`config.mk`:
```
export PLATFORM = sky130hd
export DESIGN_NAME = spi_master_register_transfer
export DESIGN_NICKNAME = d
export VERILOG_FILES = /design/src/hdl/spi_mrt_pkg.sv /design/src/hdl/spi_mrt_csr.sv /design/src/hdl/spi_mrt_seq.sv /design/src/hdl/spi_master_register_transfer.sv
export SDC_FILE = /design/constraint.sdc
export NUM_CORES = 1
export LEC_CHECK = 0
export BUFFER_PORTS_ARGS = -buffer_cell sky130_fd_sc_hd__buf_2
export CORE_MARGIN = 2
export CORE_UTILIZATION = 49
export CTS_CLUSTER_SIZE = 25
export DETAILED_ROUTE_END_ITERATION = 12
export PLACE_DENSITY = 0.77
export SLEW_MARGIN = 10
export SYNTH_ARGS = -nofsm -noshare
export SYNTH_HDL_FRONTEND = slang
export SYNTH_SLANG_ARGS = --single-unit
```
`constraint.sdc`:
```
create_clock -name clock -period 3.05 [get_ports clock]
set_clock_uncertainty 0.2 [all_clocks]
set_input_delay 0 -clock clock [delete_from_list [all_inputs] [get_ports clock]]
set_output_delay 0 -clock clock [all_outputs]
set_load 0.05 [all_outputs]
```
`src/hdl/spi_mrt_pkg.sv`:
```
// Shared types and constants for the SPI master register transfer block.
package spi_mrt_pkg;

   localparam int unsigned BYTE_BITS = 8;
   localparam int unsigned BIT_INDEX_WIDTH = 3;
   localparam int unsigned CSR_DATA_WIDTH = 32;
   localparam int unsigned CSR_ADDR_WIDTH = 4;
   localparam int unsigned CFG_DELAY_WIDTH = 16;
   localparam logic [CFG_DELAY_WIDTH-1:0] DELAY_RESET = 16'd10;

   localparam logic [2:0] MODE_NONE  = 3'd0;
   localparam logic [2:0] MODE_START = 3'd1;
   localparam logic [2:0] MODE_WRITE = 3'd2;
   localparam logic [2:0] MODE_READ  = 3'd3;
   localparam logic [2:0] MODE_END   = 3'd4;

   localparam logic [1:0] REG_CLOCK_POLARITY   = 2'd0;
   localparam logic [1:0] REG_CLOCK_PHASE      = 2'd1;
   localparam logic [1:0] REG_DELAY_TICKS      = 2'd2;
   localparam logic [1:0] REG_EXCHANGE_ON_READ = 2'd3;

   typedef enum logic [4:0] {
      PH_IDLE  = 5'b00001,
      PH_START = 5'b00010,
      PH_BIT_A = 5'b00100,
      PH_BIT_D = 5'b01000,
      PH_BIT_B = 5'b10000
   } phase_type;

   typedef struct packed {
      logic [2:0]           mode;
      logic [BYTE_BITS-1:0] tx_byte;
      logic                 miso;
   } req_type;

   typedef struct packed {
      logic                 sck;
      logic                 mosi;
      logic                 cs_n;
      logic                 ready_res;
      logic                 rx_valid;
      logic [BYTE_BITS-1:0] rx_byte;
      logic                 cmd_rejected;
   } rsp_type;

   typedef struct packed {
      logic                       clock_polarity;
      logic                       clock_phase;
      logic [CFG_DELAY_WIDTH-1:0] delay_ticks;
      logic                       exchange_on_read;
   } cfg_type;

endpackage

```
`src/hdl/spi_mrt_csr.sv`:
```
// APB-style configuration registers of the SPI master.
module spi_mrt_csr
   import spi_mrt_pkg::*;
(
   input  logic                      clock,
   input  logic                      reset,
   input  logic                      psel,
   input  logic                      penable,
   input  logic                      pwrite,
   input  logic [CSR_ADDR_WIDTH-1:0] paddr,
   input  logic [CSR_DATA_WIDTH-1:0] pwdata,
   output logic [CSR_DATA_WIDTH-1:0] prdata,
   output logic                      pready,
   output cfg_type                   cfg
);

   cfg_type    cfg_ff;
   cfg_type    cfg_in;
   logic [1:0] reg_index;
   logic       wr_en;

   assign reg_index = paddr[CSR_ADDR_WIDTH-1:2];
   assign wr_en     = psel & penable & pwrite;
   assign pready    = 1'b1;
   assign cfg       = cfg_ff;

   always_comb begin
      cfg_in = cfg_ff;
      if (wr_en) begin
         case (reg_index)
            REG_CLOCK_POLARITY:   cfg_in.clock_polarity   = pwdata[0];
            REG_CLOCK_PHASE:      cfg_in.clock_phase      = pwdata[0];
            REG_DELAY_TICKS:      cfg_in.delay_ticks      = pwdata[CFG_DELAY_WIDTH-1:0];
            REG_EXCHANGE_ON_READ: cfg_in.exchange_on_read = pwdata[0];
            default:              cfg_in = cfg_ff;
         endcase
      end
   end

   always_comb begin
      case (reg_index)
         REG_CLOCK_POLARITY:   prdata = CSR_DATA_WIDTH'(cfg_ff.clock_polarity);
         REG_CLOCK_PHASE:      prdata = CSR_DATA_WIDTH'(cfg_ff.clock_phase);
         REG_DELAY_TICKS:      prdata = CSR_DATA_WIDTH'(cfg_ff.delay_ticks);
         REG_EXCHANGE_ON_READ: prdata = CSR_DATA_WIDTH'(cfg_ff.exchange_on_read);
         default:              prdata = '0;
      endcase
   end

   always_ff @(posedge clock) begin
      if (reset) begin
         cfg_ff.clock_polarity   <= 1'b0;
         cfg_ff.clock_phase      <= 1'b0;
         cfg_ff.delay_ticks      <= DELAY_RESET;
         cfg_ff.exchange_on_read <= 1'b0;
      end else begin
         cfg_ff <= cfg_in;
      end
   end

endmodule

```
`src/hdl/spi_mrt_seq.sv`:
```
// SPI pin sequencer: one tick of state advance per accepted beat.
module spi_mrt_seq
   import spi_mrt_pkg::*;
#(
   parameter int unsigned DELAY_WIDTH = 16
)
(
   input  logic    clock,
   input  logic    reset,
   input  logic    step,
   input  req_type req,
   input  cfg_type cfg,
   output rsp_type result
);

   phase_type                  phase_ff, phase_in;
   logic                       sck_ff, sck_in;
   logic                       mosi_ff, mosi_in;
   logic                       cs_n_ff, cs_n_in;
   logic [BIT_INDEX_WIDTH-1:0] bit_index_ff, bit_index_in;
   logic [DELAY_WIDTH-1:0]     wait_ff, wait_in;
   logic [BYTE_BITS-1:0]       send_ff, send_in;
   logic [BYTE_BITS-1:0]       recv_ff, recv_in;

   logic [DELAY_WIDTH-1:0]     delay_masked;
   logic [DELAY_WIDTH-1:0]     slot;
   logic [DELAY_WIDTH-1:0]     wait_dec;
   logic                       level_a;
   logic                       is_cmd;
   logic [BYTE_BITS-1:0]       recv_next;

   assign delay_masked = DELAY_WIDTH'(cfg.delay_ticks);
   assign slot         = (delay_masked == '0) ? DELAY_WIDTH'(1) : delay_masked;
   assign level_a      = cfg.clock_polarity ^ cfg.clock_phase;
   assign wait_dec     = wait_ff - DELAY_WIDTH'(1);
   assign recv_next    = {recv_ff[BYTE_BITS-2:0], req.miso};
   assign is_cmd       = (req.mode == MODE_START) || (req.mode == MODE_WRITE) ||
                         (req.mode == MODE_READ) || (req.mode == MODE_END);

   always_comb begin
      phase_in            = phase_ff;
      sck_in              = sck_ff;
      mosi_in             = mosi_ff;
      cs_n_in             = cs_n_ff;
      bit_index_in        = bit_index_ff;
      wait_in             = wait_ff;
      send_in             = send_ff;
      recv_in             = recv_ff;
      result.rx_valid     = 1'b0;
      result.rx_byte      = '0;
      result.cmd_rejected = 1'b0;
      if (phase_ff == PH_IDLE) begin
         case (req.mode)
            MODE_START: begin
               sck_in   = cfg.clock_polarity;
               cs_n_in  = 1'b0;
               wait_in  = slot;
               phase_in = PH_START;
            end
            MODE_WRITE, MODE_READ: begin
               if (req.mode == MODE_READ && !cfg.exchange_on_read) begin
                  send_in = '1;
               end else begin
                  send_in = req.tx_byte;
               end
               recv_in      = '0;
               bit_index_in = BIT_INDEX_WIDTH'(BYTE_BITS - 1);
               sck_in       = level_a;
               wait_in      = slot;
               phase_in     = PH_BIT_A;
            end
            MODE_END: begin
               sck_in  = cfg.clock_polarity;
               cs_n_in = 1'b1;
            end
            default: begin
               phase_in = PH_IDLE;
            end
         endcase
      end else begin
         result.cmd_rejected = is_cmd;
         wait_in             = wait_dec;
         if (wait_dec == '0) begin
            case (phase_ff)
               PH_START: begin
                  phase_in = PH_IDLE;
               end
               PH_BIT_A: begin
                  mosi_in  = send_ff[BYTE_BITS-1];
                  wait_in  = slot;
                  phase_in = PH_BIT_D;
               end
               PH_BIT_D: begin
                  sck_in   = ~level_a;
                  wait_in  = slot;
                  phase_in = PH_BIT_B;
               end
               PH_BIT_B: begin
                  recv_in = recv_next;
                  sck_in  = level_a;
                  if (bit_index_ff == '0) begin
                     result.rx_valid = 1'b1;
                     result.rx_byte  = recv_next;
                     phase_in        = PH_IDLE;
                  end else begin
                     bit_index_in = bit_index_ff - BIT_INDEX_WIDTH'(1);
                     send_in      = {send_ff[BYTE_BITS-2:0], 1'b0};
                     wait_in      = slot;
                     phase_in     = PH_BIT_A;
                  end
               end
               default: begin
                  phase_in = PH_IDLE;
               end
            endcase
         end
      end
      result.sck       = sck_in;
      result.mosi      = mosi_in;
      result.cs_n      = cs_n_in;
      result.ready_res = (phase_in == PH_IDLE);
   end

   always_ff @(posedge clock) begin
      if (reset) begin
         phase_ff     <= PH_IDLE;
         sck_ff       <= 1'b0;
         mosi_ff      <= 1'b1;
         cs_n_ff      <= 1'b1;
         bit_index_ff <= '0;
         wait_ff      <= '0;
         send_ff      <= '0;
         recv_ff      <= '0;
      end else if (step) begin
         phase_ff     <= phase_in;
         sck_ff       <= sck_in;
         mosi_ff      <= mosi_in;
         cs_n_ff      <= cs_n_in;
         bit_index_ff <= bit_index_in;
         wait_ff      <= wait_in;
         send_ff      <= send_in;
         recv_ff      <= recv_in;
      end
   end

endmodule

```
`src/hdl/spi_master_register_transfer.sv`:
```
// Top level of the SPI master register transfer block.
//
// Each req beat is one clock tick of an SPI pin sequencer: it carries a
// command (none, start, write byte, read byte, end), the byte to send and
// the sampled MISO level. Each req beat yields exactly one rsp beat with
// the SCK, MOSI and chip select levels after that tick, the idle flag,
// a received byte strobe and a command rejected flag.
// Configuration (polarity, phase, delay per slot, exchange on read) is
// written through the APB-style port; the user must write it only while
// no beat is in flight, which the block does not enforce. Throughput:
// one beat per cycle while req_ready is high; the sequencer state
// advances in a single pass of logic per beat. A two-entry rsp buffer
// (output register plus skid register) registers each accepted beat;
// req_ready comes from a register and drops only when both entries are
// full, so a stall on rsp holds req after one more beat.
// Reset clears the sequencer to idle with SCK low, MOSI high and chip
// select high, loads the configuration defaults and empties the buffer.
module spi_master_register_transfer
   import spi_mrt_pkg::*;
#(
   parameter int unsigned DELAY_WIDTH = 16
)
(
   input  logic                      clock,
   input  logic                      reset,
   input  logic                      req_valid,
   output logic                      req_ready,
   input  req_type                   req_data,
   output logic                      rsp_valid,
   input  logic                      rsp_ready,
   output rsp_type                   rsp_data,
   input  logic                      psel,
   input  logic                      penable,
   input  logic                      pwrite,
   input  logic [CSR_ADDR_WIDTH-1:0] paddr,
   input  logic [CSR_DATA_WIDTH-1:0] pwdata,
   output logic [CSR_DATA_WIDTH-1:0] prdata,
   output logic                      pready
);

   cfg_type cfg;
   rsp_type step_result;
   logic    accept;
   logic    pop;

   logic    out_valid_ff, out_valid_in;
   rsp_type out_data_ff, out_data_in;
   logic    skid_valid_ff, skid_valid_in;
   rsp_type skid_data_ff, skid_data_in;

   spi_mrt_csr u_csr (
      .clock   (clock),
      .reset   (reset),
      .psel    (psel),
      .penable (penable),
      .pwrite  (pwrite),
      .paddr   (paddr),
      .pwdata  (pwdata),
      .prdata  (prdata),
      .pready  (pready),
      .cfg     (cfg)
   );

   spi_mrt_seq #(
      .DELAY_WIDTH (DELAY_WIDTH)
   ) u_seq (
      .clock  (clock),
      .reset  (reset),
      .step   (accept),
      .req    (req_data),
      .cfg    (cfg),
      .result (step_result)
   );

   assign req_ready = ~skid_valid_ff;
   assign accept    = req_valid & req_ready;
   assign pop       = out_valid_ff & rsp_ready;
   assign rsp_valid = out_valid_ff;
   assign rsp_data  = out_data_ff;

   always_comb begin
      out_valid_in  = out_valid_ff;
      out_data_in   = out_data_ff;
      skid_valid_in = skid_valid_ff;
      skid_data_in  = skid_data_ff;
      if (pop) begin
         out_valid_in = 1'b0;
      end
      if (skid_valid_ff && pop) begin
         out_valid_in  = 1'b1;
         out_data_in   = skid_data_ff;
         skid_valid_in = 1'b0;
      end
      if (accept) begin
         if (!out_valid_ff || pop) begin
            out_valid_in = 1'b1;
            out_data_in  = step_result;
         end else begin
            skid_valid_in = 1'b1;
            skid_data_in  = step_result;
         end
      end
   end

   always_ff @(posedge clock) begin
      if (reset) begin
         out_valid_ff  <= 1'b0;
         skid_valid_ff <= 1'b0;
      end else begin
         out_valid_ff  <= out_valid_in;
         skid_valid_ff <= skid_valid_in;
      end
   end

   always_ff @(posedge clock) begin
      out_data_ff  <= out_data_in;
      skid_data_ff <= skid_data_in;
   end

endmodule

```
==> metrics.txt, run 1 <==
outcome finished, final reports clean; first-pass GRT wire length 22000 um; fin crit period 2.97 ns; Std-Cell Rows 35; Cell Pwr Density 467 mW/mm^2; CP cell instances ha_1 > or4b_4 > nor3b_2 > nand4_1 > or4_4 > o41a_1 > o21ai_0 > a21oi_1; Seq cells post-synth 91; CTS Buf Count 9; gate count of the mapped netlist 550; Sinks on Clock Net 91; Worst Hold Class input pin to flop; routability cong. 0.891; core area 0.00928 mm^2; HP Start req_data[11]; 1st-iter DRT viols 310; max incr delay on CP 0.52 ns; maxcap violations 0; global route total overflow 0; Final HPWL DP 8360 um; Worst setup startpoint u_seq.wait_ff[0]; clock tree root driver cell clkbuf_8; Arrival @ worst endpoint 2.99 ns; Post-synth EDFFs 14; share of synthesized registers carrying an async set or reset 0; Slew Limit Headroom 0.548; met3 Usage GRT 0.0438; H-Tree Depth 3; DR pass1 iterations 5; DP Area 0.00532 mm^2; critical path launch point type flop; final hold vios 0; I/O Pins 104; Initial Util 0.506; mapped cell area 0.00470 mm^2; sequential fraction of the synthesis area 0.418; DR DRC count 0; Setup CP Type flop to flop; Ys Warns 0; initial antenna violation count 0; final period utilization 0.975; clk_lat worst skew 0.36 ns; Worst-Margin Slew 0.679 ns; Longest Clk Path Bufs 2; grt met2 use 0.459; share of cells above drive strength 1 0.208; filler cell count 729; Top FF cell, synth dfxtp_1; fin area 0.00613 mm^2; Slew Viols, Final 0; vias 4731; Nets 756; Register Area 0.00196 mm^2; Setup violations, final 0; Crit path max-delay family simple AND/OR/NAND/NOR gates; ANT cells 0; Pleak 0.00248 uW; die height 102 um; met1 track demand over resource 0.339; Port Buffers 68; Post-Syn Area per Cell 8.54 um^2; required time of the critical path 3.07 ns; WL/cell 16.2 um; post-synth cell types 63; Tot GR Track Use 0.267; CP Capture Type flop; Reg clk slew, reported paths 0.09 ns; CP max FO 6; WL final 13500 um; unrepaired setup endpoints after global routing true; TritonCTS clock tree built; VDD IR-drop max 0.501 mV; die area 0.0104 mm^2; area of the multi-input gates 0.00255 mm^2; die width 102 um; worst path bufs/invs 0; Top Usage Layer GRT met2; slowest CP cell o41a_1; vias in the first global route 4676; vias per cell 5.69; Power Total 2860 uW; reg2reg start u_seq.wait_ff[0]; P&R area growth vs syn 30.5%; largest net degree at the start of global routing 50; Post-DRT Antenna Nets 0; Fmax 336 MHz
==> routing by layer <==
| layer | vias to the layer above | part of all wire |
|---|---|---|
| met5 | - | 0 |
| met4 | 0 | 0.016 |
| met3 | 21 | 0.059 |
| met2 | 182 | 0.50 |
| met1 | 2253 | 0.43 |
| li1 | 2275 | - |
==> tightest hold or removal path: cells and delay by family <==
| kind | cells | cell delay (ns) |
|---|---|---|
| and+or+nand+nor | 1 | 0.14 |
| buffers and inverters | 1 | 0.18 |
| xor gates and xnor gates | 1 | 0.16 |
==> synth_stat cells, types with 8 or more instances <==
cell       n  share of area
or3_1      9          0.012
buf_4     17          0.027
mux2i_1   22          0.047
dfxtp_1   77           0.33
nand3_1   31          0.033
edfxtp_1  14          0.089
nor4_1    12          0.016
clkbuf_1  23          0.018
inv_1     15          0.012
nor2_1    31          0.025
nand2_1   65          0.052
a31oi_1    8          0.011
and2_1    25          0.033
nor3_1    15          0.016
a21oi_1   45          0.048
o21ai_0   33          0.035
==> metrics by stage <==
stage          setup slack, ns  hold slack [ns]  setup TNS (ns)  instances   util
2_1_floorplan            0.108           -0.104               0        565      -
3_3_place_gp            0.0442           0.0176               0        757  0.573
3_5_place_dp           -0.0774           0.0178          -0.313        757  0.573
4_1_cts                 0.0124           0.0125               0        830  0.656
5_1_grt                -0.0672           0.0646          -0.467        831  0.661
6_report                0.0769           0.0412               0        831  0.661
==> repair_timing <==
item / 4_1_cts / 5_1_grt
hold buffers: 56 / 0
endpoints found under the hold margin: 40 / 0
gates resized for setup: 2 / 15
buffers inserted: 0 / 1
setup endpoints to repair: 23 / 55
pin swaps: 1 / 2
gates cloned: 1 / 0
==> layout make-up <==
class	instances	area share
multi-input combinational	415	0.415
sequential	91	0.320
timing repair buffer	165	0.198
tap	129	0.0263
clock buffer	11	0.0214
clock inverter	5	0.0102
inverter	15	0.00918
==> sequential cells by signal, summed over array words and instances, names as in the netlist <==
name                count
rsp_data               14
rsp_valid               1
skid_data_ff           14
skid_valid_ff           1
u_csr.cfg              19
u_seq.bit_index_ff      3
u_seq.cs_n_ff           1
u_seq.mosi_ff           1
u_seq.phase_ff          5
u_seq.recv_ff           7
u_seq.sck_ff            1
u_seq.send_ff           8
u_seq.wait_ff          16
==> cells in the final DEF, fill, tap and decap left out, types with 22 or more instances in the layout <==
cell type / count
a21oi_1: 44
and2_1: 25
buf_2: 68
buf_4: 40
dfxtp_1: 76
dlygate4sd3_1: 56
mux2i_1: 22
nand2_1: 65
nand3_1: 31
nor2_1: 29
o21ai_0: 26
==> cells by family after synthesis <==
logic type	synth area share
AO/OA/AOI/OAI	0.189
XOR/XNOR	0.0149
adder cells (fa/ha/maj)	0.0107
buffers and inverters	0.0652
flip-flops	0.418
multiplexers	0.0565
other	0.00160
AND/OR/NAND/NOR	0.244
==> final timing paths <==
check | endpoint | slack [ns] | depth (start not counted)
hold / removal | skid_data_ff[0] | 0.04 | 3
setup / recovery | u_seq.send_ff[6] | 0.08 | 8
hold reg to reg | u_seq.wait_ff[6] | 0.29 | 2
setup reg to reg | u_seq.send_ff[6] | 0.08 | 8
==> power by group <==
part / total [uW] / switching [uW] / leakage [uW] / internal, uW
Clock: 817 / 433 / 0.0000901 / 384
Sequential: 1310 / 45.3 / 0.000765 / 1260
Combinational: 738 / 452 / 0.00162 / 286
(Power assumes the default switching activity.)
==> inputs of run 2 (changes only) <==
- CORE_UTILIZATION: 49 -> 45
- PLACE_DENSITY: 0.77 -> 0.72
==> metrics.txt, run 2 (synthesized netlist as in run 1, its figures left out) <==
outcome finished, final reports clean; core area 0.0102 mm^2; fin area 0.00605 mm^2; Tot GR Track Use 0.229; Pleak 0.00245 uW; min setup slack post-route 0.0191 ns; final hold vios 0; P&R area growth vs syn 28.8%; I/O Pins 104; Final HPWL DP 8640 um; met3 Usage GRT 0.0374; largest net degree at the start of global routing 38; DP Area 0.00532 mm^2; Post-Layout Cell Count 822; Top Usage Layer GRT met2; ANT cells 0; WL/cell 16.2 um; VDD IR-drop max 0.248 mV; Port Buffers 68; Std-Cell Rows 37; CP Capture Type flop; global route total overflow 0; vias 4686; die width 106 um; vias in the first global route 4309; H-Tree Depth 3; maxcap violations 0; Cell Pwr Density 466 mW/mm^2; Setup violations, final 0; clk_lat worst skew 0.36 ns; DR DRC count 0; area of the multi-input gates 0.00264 mm^2; die area 0.0113 mm^2; CP max FO 7; die height 106 um; fin crit period 3.03 ns; Longest Clk Path Bufs 2; final period utilization 0.994; required time of the critical path 3.10 ns; setup TNS 0 ns; most frequent cells in the layout dfxtp_1, buf_2, nand2_1; 1st-iter DRT viols 323; grt met2 use 0.380; first-pass GRT wire length 20900 um; Sinks on Clock Net 91; Worst Hold Class input pin to flop; DR pass1 iterations 5; share of cells above drive strength 1 0.229; commonest non-fill, non-tap cell in the layout dfxtp_1; clock tree root driver cell clkbuf_8; Reg clk slew, reported paths 0.09 ns; filler cell count 899; initial antenna violation count 0; pre-CTS WS -0.0577 ns; vias per cell 5.70; Slew Viols, Final 0; met1 track demand over resource 0.308; Register Area 0.00196 mm^2; Fmax 330 MHz; unrepaired setup endpoints after global routing true; Arrival @ worst endpoint 3.08 ns; R2R depth 10; dpl cells 762; Initial Util 0.459; WHS Path Cells 3; Post-DRT Antenna Nets 0; CTS Buf Count 9; Worst-Margin Slew 1.07 ns; TritonCTS clock tree built; Setup CP Type flop to flop; routability cong. 1.02; Slew Limit Headroom 0.278; Nets 740; WL final 13300 um; max reg flops 19; critical path launch point type flop
run 2: changes by cell type in the layout (fill, tap and decap cells not counted), moves of 2 or more:
| cell | delta |
|---|---|
| nor2_2 | -2 |
| a21oi_2 | +2 |
| ha_4 | +2 |
| o2111ai_1 | -2 |
| ha_1 | -2 |
| a21oi_1 | -2 |
| dlygate4sd3_1 | -16 |
run 2: cell type report:
cell class	count	area share
multi-input cells	415	0.436
clock buffers	10	0.0211
repair buffers	149	0.174
clock inverters	6	0.00682
inverters	15	0.00972
flip-flops and latches	91	0.325
well taps	136	0.0281
run 2: what timing repair did:
action	CTS	global route
endpoints found under the setup margin	17	34
hold endpoints to repair	46	0
setup buffers	0	2
pin swaps	0	12
gates resized for setup	2	32
hold buffers	40	0
gates cloned	0	2
run 2: metrics by stage:
step	hold slack [ns]	util	power [uW]
2_1_floorplan	-0.104	-	1790
3_3_place_gp	0.0197	0.520	2000
3_5_place_dp	0.0241	0.520	2010
4_1_cts	0.0264	0.576	2770
5_1_grt	0.0911	0.592	2940
6_report	0.0428	0.592	2820
run 2: worst paths after layout:
kind	start	to	slack [ns]
worst max-delay path	u_seq.wait_ff[1]	u_seq.recv_ff[0]	0.02
worst max register to register	u_seq.wait_ff[1]	u_seq.recv_ff[0]	0.02
worst min register to register	u_seq.recv_ff[6]	rsp_data[8]	0.28
worst min-delay path	req_data[11]	skid_data_ff[11]	0.04
run 2: layer usage:
| layer | wire length [um] | up-vias | share of wire |
|---|---|---|---|
| li1 | - | 2234 | - |
| met1 | 6010 | 2229 | 0.45 |
| met2 | 6270 | 202 | 0.47 |
| met3 | 802 | 21 | 0.060 |
| met4 | 215 | 0 | 0.016 |
| met5 | 0 | - | 0 |
run 2: critical path: stages (launching register included):
cell and delay, ns:
dfxtp_2 0.34, inv_4 0.07, ha_4 0.12, or4b_4 0.46
nor3b_2 0.18, nand4_1 0.14, or4_4 0.49, o41ai_4 0.42
buf_4 0.20, nor2_4 0.06, a22o_1 0.24
run 2: power by group:
| part | switching (uW) | internal, uW |
|---|---|---|
| clock network | 435 | 297 |
| registers | 48.2 | 1260 |
| logic | 482 | 291 |
